$ cat config.mk
export PLATFORM = sky130hd
export DESIGN_NAME = prefix_varint_decoder
export DESIGN_NICKNAME = d
export VERILOG_FILES = /design/src/hdl/pvd_pkg.sv /design/src/hdl/pvd_front.sv /design/src/hdl/pvd_queue.sv /design/src/hdl/pvd_back.sv /design/src/hdl/prefix_varint_decoder.sv
export SDC_FILE = /design/constraint.sdc
export NUM_CORES = 1
export LEC_CHECK = 0
export BUFFER_PORTS_ARGS = -buffer_cell sky130_fd_sc_hd__buf_2
export CAP_MARGIN = 20
export CORE_MARGIN = 1.5
export CORE_UTILIZATION = 55
export DETAILED_ROUTE_END_ITERATION = 12
export HOLD_SLACK_MARGIN = 0.02
export PLACE_DENSITY = 0.77
export SETUP_SLACK_MARGIN = 0.3
export SKIP_LAST_GASP = 1
export SLEW_MARGIN = 0
export SYNTH_ARGS = -nofsm -noshare
export SYNTH_HDL_FRONTEND = slang
export SYNTH_HIERARCHICAL = 1
export SYNTH_SLANG_ARGS = --single-unit
$ cat constraint.sdc
create_clock -name clk_i -period 12.7 [get_ports clk_i]
set_clock_uncertainty 0.05 [all_clocks]
set_input_delay 1.905 -clock clk_i [delete_from_list [all_inputs] [get_ports clk_i]]
set_output_delay 1.905 -clock clk_i [all_outputs]
set_load 0.01 [all_outputs]
$ cat src/hdl/pvd_pkg.sv
// ---------------------------------------------------------------------------
// pvd_pkg
// Shared types, codes and the target-type range check of the prefix-length
// signed varint decoder.
// ---------------------------------------------------------------------------
`default_nettype none

package pvd_pkg;

  localparam int unsigned QueueDepth = 2;

  localparam int unsigned ValueW  = 64;
  localparam int unsigned TypeW   = 4;
  localparam int unsigned StatusW = 3;

  // Result status codes.
  localparam logic [StatusW-1:0] StOk        = 3'd0;
  localparam logic [StatusW-1:0] StAboveMax  = 3'd1;
  localparam logic [StatusW-1:0] StBelowMin  = 3'd2;
  localparam logic [StatusW-1:0] StTruncated = 3'd3;
  localparam logic [StatusW-1:0] StBadMagic  = 3'd4;

  // Target type codes.
  localparam logic [TypeW-1:0] TyS64  = 4'd0;
  localparam logic [TypeW-1:0] TyU64  = 4'd1;
  localparam logic [TypeW-1:0] TyS32  = 4'd2;
  localparam logic [TypeW-1:0] TyU32  = 4'd3;
  localparam logic [TypeW-1:0] TyS16  = 4'd4;
  localparam logic [TypeW-1:0] TyU16  = 4'd5;
  localparam logic [TypeW-1:0] TyS8   = 4'd6;
  localparam logic [TypeW-1:0] TyU8   = 4'd7;
  localparam logic [TypeW-1:0] TyBool = 4'd8;

  // What a queued record asks the back end to report.
  typedef enum logic [1:0] {
    KindNumber,
    KindTruncated,
    KindBadMagic
  } kind_e;

  typedef struct packed {
    logic [ValueW-1:0] mag;
    logic              sign;
    logic [TypeW-1:0]  ttype;
    kind_e             kind;
  } rec_t;

  typedef struct packed {
    logic valid;
    rec_t rec;
  } push_t;

  // A value fits a signed type of width w when bits 63 down to w-1 all agree.
  function automatic logic [StatusW-1:0] check_signed(input logic [ValueW-1:0] v,
                                                      input int unsigned w);
    logic ok;
    ok = 1'b1;
    for (int unsigned i = 0; i < ValueW; i++) begin
      if (i >= w - 1 && v[i] != v[ValueW-1]) begin
        ok = 1'b0;
      end
    end
    if (ok) begin
      return StOk;
    end
    return v[ValueW-1] ? StBelowMin : StAboveMax;
  endfunction

  function automatic logic [StatusW-1:0] check_unsigned(input logic [ValueW-1:0] v,
                                                        input int unsigned w);
    logic over;
    over = 1'b0;
    for (int unsigned i = 0; i < ValueW - 1; i++) begin
      if (i >= w && v[i]) begin
        over = 1'b1;
      end
    end
    if (v[ValueW-1]) begin
      return StBelowMin;
    end
    return over ? StAboveMax : StOk;
  endfunction

  function automatic logic [StatusW-1:0] check_type(input logic [ValueW-1:0] v,
                                                    input logic [TypeW-1:0] t);
    logic [StatusW-1:0] st;
    case (t)
      TyU64:  st = check_unsigned(v, 64);
      TyS32:  st = check_signed(v, 32);
      TyU32:  st = check_unsigned(v, 32);
      TyS16:  st = check_signed(v, 16);
      TyU16:  st = check_unsigned(v, 16);
      TyS8:   st = check_signed(v, 8);
      TyU8:   st = check_unsigned(v, 8);
      TyBool: begin
        st = check_signed(v, 32);
        if (st == StOk && v > 64'd1) begin
          st = StAboveMax;
        end
      end
      default: st = StOk;
    endcase
    return st;
  endfunction

endpackage

`default_nettype wire

$ cat src/hdl/pvd_front.sv
// ---------------------------------------------------------------------------
// pvd_front
// Byte parser: checks the magic byte, decodes headers and gathers the
// payload bytes of each number, then posts one record per finished number,
// truncation or magic fault.
// ---------------------------------------------------------------------------
`default_nettype none

module pvd_front (
  input  wire                       clk_i,
  input  wire                       rst_ni,
  input  wire                       beat_i,        // a byte beat is taken this cycle
  input  wire  [7:0]                data_byte_i,
  input  wire  [pvd_pkg::TypeW-1:0] target_type_i,
  input  wire                       stream_ended_i,
  output pvd_pkg::push_t            push_o
);

  localparam logic [1:0] PhMagic  = 2'd0;
  localparam logic [1:0] PhHeader = 2'd1;
  localparam logic [1:0] PhBig    = 2'd2;
  localparam logic [1:0] PhLittle = 2'd3;

  logic [1:0]                  phase_q, phase_d;
  logic [3:0]                  left_q, left_d;
  logic [pvd_pkg::ValueW-1:0]  acc_q, acc_d;
  logic                        sign_q, sign_d;
  logic [pvd_pkg::TypeW-1:0]   type_q, type_d;
  logic                        fault_q, fault_d;

  logic [3:0]                  left_dec;
  logic [3:0]                  pos_full;
  logic [2:0]                  pos;
  logic [pvd_pkg::ValueW-1:0]  acc_next;
  pvd_pkg::push_t              push;

  assign left_dec = left_q - 4'd1;
  assign pos_full = 4'd8 - left_q;
  assign pos      = pos_full[2:0];

  always_comb begin
    acc_next = acc_q;
    if (phase_q == PhBig) begin
      acc_next = {acc_q[pvd_pkg::ValueW-9:0], data_byte_i};
    end else begin
      for (int unsigned k = 0; k < 8; k++) begin
        if (pos == 3'(k)) begin
          acc_next[8*k +: 8] = acc_q[8*k +: 8] | data_byte_i;
        end
      end
    end
  end

  always_comb begin
    phase_d        = phase_q;
    left_d         = left_q;
    acc_d          = acc_q;
    sign_d         = sign_q;
    type_d         = type_q;
    fault_d        = fault_q;
    push.valid     = 1'b0;
    push.rec.mag   = acc_next;
    push.rec.sign  = sign_q;
    push.rec.ttype = type_q;
    push.rec.kind  = pvd_pkg::KindNumber;

    if (beat_i) begin
      if (stream_ended_i) begin
        // Every stream end returns the parser to its reset state.
        if (!fault_q) begin
          if (phase_q == PhMagic) begin
            push.valid    = 1'b1;
            push.rec.kind = pvd_pkg::KindBadMagic;
          end else if (phase_q == PhBig || phase_q == PhLittle) begin
            push.valid    = 1'b1;
            push.rec.kind = pvd_pkg::KindTruncated;
          end
        end
        phase_d = PhMagic;
        left_d  = 4'd0;
        acc_d   = '0;
        sign_d  = 1'b0;
        type_d  = '0;
        fault_d = 1'b0;
      end else if (!fault_q) begin
        case (phase_q)
          PhMagic: begin
            if (data_byte_i != 8'h00) begin
              fault_d       = 1'b1;
              push.valid    = 1'b1;
              push.rec.kind = pvd_pkg::KindBadMagic;
            end else begin
              phase_d = PhHeader;
            end
          end
          PhHeader: begin
            sign_d = data_byte_i[7];
            type_d = target_type_i;
            if (!data_byte_i[6]) begin
              // Short form: the whole number is in the header.
              push.valid     = 1'b1;
              push.rec.mag   = {58'd0, data_byte_i[5:0]};
              push.rec.sign  = data_byte_i[7];
              push.rec.ttype = target_type_i;
              acc_d          = '0;
              sign_d         = 1'b0;
            end else if (!data_byte_i[5]) begin
              acc_d   = {59'd0, data_byte_i[4:0]};
              left_d  = 4'd1;
              phase_d = PhBig;
            end else if (!data_byte_i[4]) begin
              acc_d   = {60'd0, data_byte_i[3:0]};
              left_d  = 4'd2;
              phase_d = PhBig;
            end else begin
              acc_d   = '0;
              left_d  = 4'd8;
              phase_d = PhLittle;
            end
          end
          default: begin
            left_d = left_dec;
            if (left_dec == 4'd0) begin
              push.valid = 1'b1;
              phase_d    = PhHeader;
              acc_d      = '0;
              sign_d     = 1'b0;
            end else begin
              acc_d = acc_next;
            end
          end
        endcase
      end
    end
  end

  assign push_o = push;

  always_ff @(posedge clk_i or negedge rst_ni) begin
    if (!rst_ni) begin
      phase_q <= PhMagic;
      left_q  <= 4'd0;
      acc_q   <= '0;
      sign_q  <= 1'b0;
      type_q  <= '0;
      fault_q <= 1'b0;
    end else begin
      phase_q <= phase_d;
      left_q  <= left_d;
      acc_q   <= acc_d;
      sign_q  <= sign_d;
      type_q  <= type_d;
      fault_q <= fault_d;
    end
  end

endmodule

`default_nettype wire

$ cat src/hdl/pvd_queue.sv
// ---------------------------------------------------------------------------
// pvd_queue
// Short record queue between the parser and the result stage.
// ---------------------------------------------------------------------------
`default_nettype none

module pvd_queue #(
  parameter int unsigned Depth = pvd_pkg::QueueDepth
) (
  input  wire                  clk_i,
  input  wire                  rst_ni,
  input  wire pvd_pkg::push_t  push_i,
  output logic                 full_o,
  output logic                 valid_o,
  output pvd_pkg::rec_t        head_o,
  input  wire                  pop_i
);

  localparam int unsigned PtrW = (Depth > 1) ? $clog2(Depth) : 1;
  localparam int unsigned CntW = $clog2(Depth + 1);

  pvd_pkg::rec_t   mem_q [Depth];
  logic [PtrW-1:0] wr_q, rd_q;
  logic [CntW-1:0] cnt_q;
  logic            do_push, do_pop;

  assign full_o  = (cnt_q == CntW'(Depth));
  assign valid_o = (cnt_q != '0);
  assign head_o  = mem_q[rd_q];
  assign do_push = push_i.valid && !full_o;
  assign do_pop  = pop_i && valid_o;

  function automatic logic [PtrW-1:0] next_ptr(input logic [PtrW-1:0] p);
    return (p == PtrW'(Depth - 1)) ? '0 : p + PtrW'(1);
  endfunction

  always_ff @(posedge clk_i) begin
    if (do_push) begin
      mem_q[wr_q] <= push_i.rec;
    end
  end

  always_ff @(posedge clk_i or negedge rst_ni) begin
    if (!rst_ni) begin
      wr_q  <= '0;
      rd_q  <= '0;
      cnt_q <= '0;
    end else begin
      if (do_push) begin
        wr_q <= next_ptr(wr_q);
      end
      if (do_pop) begin
        rd_q <= next_ptr(rd_q);
      end
      if (do_push && !do_pop) begin
        cnt_q <= cnt_q + CntW'(1);
      end else if (do_pop && !do_push) begin
        cnt_q <= cnt_q - CntW'(1);
      end
    end
  end

endmodule

`default_nettype wire

$ cat src/hdl/pvd_back.sv
// ---------------------------------------------------------------------------
// pvd_back
// Result stage: applies the sign, checks the value against its target type
// and holds the result in the output register until it is taken.
// ---------------------------------------------------------------------------
`default_nettype none

module pvd_back (
  input  wire                          clk_i,
  input  wire                          rst_ni,
  input  wire                          rec_valid_i,
  input  wire pvd_pkg::rec_t           rec_i,
  output logic                         pop_o,
  output logic                         m_valid_o,
  input  wire                          m_ready_i,
  output logic [pvd_pkg::ValueW-1:0]   value_o,
  output logic [pvd_pkg::StatusW-1:0]  status_o
);

  logic                         valid_q;
  logic [pvd_pkg::ValueW-1:0]   value_q, value_d;
  logic [pvd_pkg::StatusW-1:0]  status_q, status_d;
  logic [pvd_pkg::ValueW-1:0]   signed_val;
  logic                         load;

  assign signed_val = rec_i.sign ? (pvd_pkg::ValueW'(0) - rec_i.mag) : rec_i.mag;
  assign load       = rec_valid_i && (!valid_q || m_ready_i);
  assign pop_o      = load;

  always_comb begin
    case (rec_i.kind)
      pvd_pkg::KindNumber:    status_d = pvd_pkg::check_type(signed_val, rec_i.ttype);
      pvd_pkg::KindTruncated: status_d = pvd_pkg::StTruncated;
      default:                status_d = pvd_pkg::StBadMagic;
    endcase
    value_d = (status_d == pvd_pkg::StOk) ? signed_val : '0;
  end

  always_ff @(posedge clk_i) begin
    if (load) begin
      value_q  <= value_d;
      status_q <= status_d;
    end
  end

  always_ff @(posedge clk_i or negedge rst_ni) begin
    if (!rst_ni) begin
      valid_q <= 1'b0;
    end else if (load) begin
      valid_q <= 1'b1;
    end else if (m_ready_i) begin
      valid_q <= 1'b0;
    end
  end

  assign m_valid_o = valid_q;
  assign value_o   = value_q;
  assign status_o  = status_q;

endmodule

`default_nettype wire

$ cat src/hdl/prefix_varint_decoder.sv
// ---------------------------------------------------------------------------
// prefix_varint_decoder
// Stream decoder for prefix-length signed integers with type range checks.
// ---------------------------------------------------------------------------
// Throughput: one byte beat per cycle, sustained, while results are taken.
// Path: the record of the beat that completes a result is written to the record
// queue first, and the sign/check stage then registers it and presents it.
// The record queue lets the parser run on while the output is stalled.
// Reset (rst_ni low, asynchronous) waits for a new magic byte and drops
// any queued or held result.
`default_nettype none

module prefix_varint_decoder #(
  parameter int unsigned QueueDepth = pvd_pkg::QueueDepth
) (
  input  wire         clk_i,
  input  wire         rst_ni,
  input  wire         s_axis_tvalid_i,
  output logic        s_axis_tready_o,
  input  wire  [15:0] s_axis_tdata_i,   // [7:0] data_byte, [11:8] target_type, [15:12] zero
  input  wire         s_axis_tlast_i,   // stream_ended
  output logic        m_axis_tvalid_o,
  input  wire         m_axis_tready_i,
  output logic [63:0] m_axis_tdata_o,   // [63:0] value
  output logic [2:0]  m_axis_tuser_o    // [2:0] status
);

  pvd_pkg::push_t push;
  pvd_pkg::rec_t  head;
  logic           full, head_valid, pop, beat;

  assign s_axis_tready_o = !full;
  assign beat            = s_axis_tvalid_i && !full;

  pvd_front u_front (
    .clk_i          (clk_i),
    .rst_ni         (rst_ni),
    .beat_i         (beat),
    .data_byte_i    (s_axis_tdata_i[7:0]),
    .target_type_i  (s_axis_tdata_i[11:8]),
    .stream_ended_i (s_axis_tlast_i),
    .push_o         (push)
  );

  pvd_queue #(
    .Depth (QueueDepth)
  ) u_queue (
    .clk_i   (clk_i),
    .rst_ni  (rst_ni),
    .push_i  (push),
    .full_o  (full),
    .valid_o (head_valid),
    .head_o  (head),
    .pop_i   (pop)
  );

  pvd_back u_back (
    .clk_i       (clk_i),
    .rst_ni      (rst_ni),
    .rec_valid_i (head_valid),
    .rec_i       (head),
    .pop_o       (pop),
    .m_valid_o   (m_axis_tvalid_o),
    .m_ready_i   (m_axis_tready_i),
    .value_o     (m_axis_tdata_o),
    .status_o    (m_axis_tuser_o)
  );

endmodule

`default_nettype wire

==> results.txt <==
----------------------------------------------------
[Route]
  Post-detailed-routing wire length ... 40800 µm
  Number of nets with antenna violations after routing ... 0
  Via total after detailed routing ... approximately 13000
  Average wire per standard cell ... ~21 µm
  Number of vias per cell ... 6.57
  Violation count after the first detailed-route iteration ... around 1500
  DRC violation count after routing ... 0
  Count of TritonRoute iterations in the first routing pass ... 5

[Floorplanning]
  Area of the die ... between 30000 and 40000 µm²
  Core box area ... 29700 µm²
  Starting density of the core ... 0.561
  Num ports ... 90
  DIE HEIGHT ... ~180 µm
  Die extent in x ... ~180 µm
  Standard-cell rows ... between 60 and 70

[Final layout]
  Most common library cell in the layout ignoring fill and taps ... sky130_fd_sc_hd__edfxtp_1
  Area Overhead vs Synth ... 8.09%
  Fraction of final layout cells sized beyond drive strength 1 ... 0.172
  Final net count ... 1542
  Top library cells by usage in the layout, fill and taps aside ... 209 x sky130_fd_sc_hd__edfxtp_1, 96 x sky130_fd_sc_hd__nor2_1, 84 x sky130_fd_sc_hd__buf_2, 82 x sky130_fd_sc_hd__nor4_1, 80 x sky130_fd_sc_hd__dfrtp_1
  Post-layout instance count excluding filler cells ... around 1900
  Final antenna diode count ... 0

[Worst setup path]
  Kind of cell with the highest combined delay on the critical path ... simple AND/OR/NAND/NOR gates
  Number of cells on the worst reg-to-reg path ... 16
  CP required ... around 13000 ps
  Endpoint class of the critical path ... register
  Critical path type ... register to register
  Count of buffer and inverter cells on the critical path ... 4
  Worst Path Arrival ... 8110 ps
  Crit start category ... register
  Cells along the critical path ... buf_4, mux2_4, or4_1, or3_1, or4_1, o41ai_2, xnor2_1, buf_4, clkinv_1, nor4_1, o221ai_1, or2_1, o41ai_1, o311a_2, buf_4, nor4_1
  Crit. path cell count ... 16
  Max stage delay on crit path ... 830 ps
  Cell type of the slowest stage on the worst timing path ... sky130_fd_sc_hd__or4_1
  Maximum fanout count along the critical path ... between 60 and 70
  Most frequent cell on the critical path ... sky130_fd_sc_hd__buf_4

[Logic synthesis]
  Sequential share of the synthesized area ... 0.498
  Count of flip-flops with a built-in enable after synthesis ... 209
  Proportion of register bits with asynchronous set or reset after synthesis ... 0.279
  Yosys warning count ... 6
  Post-synth cell types ... 80
  Number of flip-flops and latches in the synthesized netlist ... 290
  Cell area after synthesis ... ~17000 µm²
  Syn nets ... 1552
  Post-synthesis area per instance ... 11.0 µm²
  Most instantiated flip-flop cell in the synthesis netlist ... sky130_fd_sc_hd__edfxtp_1
  Gate count after technology mapping ... 1521

[Place]
  DP Wirelength ... 27400 µm
  Number of instances in the placed design ... 1869
  Routability cong. ... 0.914
  Count of input and output buffers ... 85
  Worst Setup Slack post-DPL ... slightly below 5000 ps

[STA]
  Final Hold Vio Count ... 0
  Post-route clock period utilization ... 0.622
  Fmax achieved ... around 0.13 GHz
  Worst Setup Slack, final ... about 4800 ps
  Tightest Pin Transition ... about 1100 ps
  Worst slew margin relative to its limit ... 0.262
  WHS ... 440 ps
  RSZ-0062 raised after global routing ... no
  Max-slew violation count ... 0
  Final period demand of the worst path ... a little under 8000 ps
  Setup tns final ... 0 ps
  Number of endpoints failing setup at the final stage ... 0

[Pwr]
  Total power density per cell area ... roughly 240 nW/µm²
  Static Leak ... 6.52 nW
  Peak VDD IR ... between 0.1 and 0.15 mV
  Power, Total ... approximately 0.0044 W

[Global route]
  Wire length of the first global-routing pass ... between 60000 and 70000 µm
  Maximum number of pins on one net before global-route repair ... 110
  Overflow left after global routing ... 0
  Number of global-route vias before repair ... approximately 11000
  Initial antenna violation count ... 0
  Total global-route track usage ... 0.255

[CTS]
  Cts bufs inserted ... 30
  Number of post-CTS setup repair buffers ... 0
  Latest clock arrival within the worst-skew pair ... between 500 and 600 ps
  Number of H-tree branching levels ... 1
  Clock slew seen by the registers of the worst setup and hold paths ... 60 ps
  Maximum number of buffers from clock root to sink ... 3
  CTS Sinks ... 290
  Root buf cell ... sky130_fd_sc_hd__clkbuf_16
  Hold_buf cts ... 0
  Number of instances resized during post-cts repair ... 0
  CTS tree ... yes

[Outcome]
  Result of the run ... complete, no violations

[Hold path]
  Worst min-delay path category ... register to register
  Number of instances on the worst hold path ... 1

[Job]
  Max cap viols ... 0

----------------------------------------------------
registers in the layout, indices dropped and copies added, names as in the netlist:
| name | count |
|---|---|
| u_back/m_valid_o | 1 |
| u_back/status_o | 3 |
| u_back/value_o | 64 |
| u_front/acc_q | 64 |
| u_front/fault_q | 1 |
| u_front/left_q | 4 |
| u_front/phase_q | 2 |
| u_front/sign_q | 1 |
| u_front/type_q | 4 |
| u_queue/cnt_q | 2 |
| u_queue/mem_q | 142 |
| u_queue/rd_q | 1 |
| u_queue/wr_q | 1 |
cells by family after synthesis:
logic type,count (synthesis),synth area share
DFF,290,0.498
and+or+nand+nor,518,0.174
muxes,82,0.0706
xor gates and xnor gates,73,0.0384
buffers and inverters,170,0.0508
AOI/OAI and AO/OA,378,0.161
adders and majority gates,10,0.00751
layout make-up:
class,count,area (µm²)
Clock inverter,20,196
Timing Repair Buffer,104,571
Clock buffer,36,815
Multi-Input combinational cell,1061,7540
Tap cell,390,488
Fill cell,2323,11700
Sequential cell,290,8310
Inverter,24,90.1
path summary, 6_finish.rpt:
kind | from | endpoint | slack, ps
setup / recovery | u_queue/rd_q | u_back/value_o[17] | 4800
hold / removal | u_front/acc_q[60] | u_front/acc_q[60] | 440
setup reg to reg | u_queue/rd_q | u_back/value_o[17] | 4800
hold reg to reg | u_front/acc_q[60] | u_front/acc_q[60] | 440
max in group asynchronous | rst_ni | u_queue/rd_q | 10210
min in group asynchronous | rst_ni | u_front/acc_q[62] | 1250
metrics by stage:
step / area (µm²) / util
2_1_floorplan: 16700 / -
6_report: 18000 / 0.606
5_1_grt: 18000 / 0.606
3_5_place_dp: 17000 / 0.572
4_1_cts: 18000 / 0.606
3_3_place_gp: 17000 / 0.572
power breakdown:
| part | switching, W | leakage (nW) | internal, W |
|---|---|---|---|
| clock network | 0.000365 | 0.494 | 0.000519 |
| logic | 0.00130 | 2.92 | 0.000706 |
| registers | 0.000105 | 3.10 | 0.00137 |
routing by layer:
layer,part of all wire,GRT usage
met5,0,0
met4,0.025,0.0780
met3,0.066,0.0305
met2,0.46,0.405
met1,0.45,0.366
Yosys cell counts (all sizes together) (14+ instances only):
library cell / n / area, µm²
a22oi: 14 / 105
nand4: 15 / 93.8
clkbuf: 89 / 334
and2: 40 / 250
o41ai: 24 / 218
o21ai: 64 / 320
mux2: 77 / 1130
xor2: 55 / 482
nor2: 98 / 368
edfxtp: 209 / 6280
a31oi: 40 / 250
a22o: 32 / 280
a211oi: 38 / 285
o2bb2ai: 36 / 315
dfrtp: 81 / 2030
o31ai: 18 / 135
nand3: 47 / 235
nor3: 70 / 362
xnor2: 18 / 158
inv: 23 / 86.3
o22ai: 26 / 163
buf: 57 / 422
nor4: 95 / 676
nand2: 60 / 228
or4: 21 / 158
a21oi: 41 / 205
No activity file was read; power rests on OpenSTA's default activity.
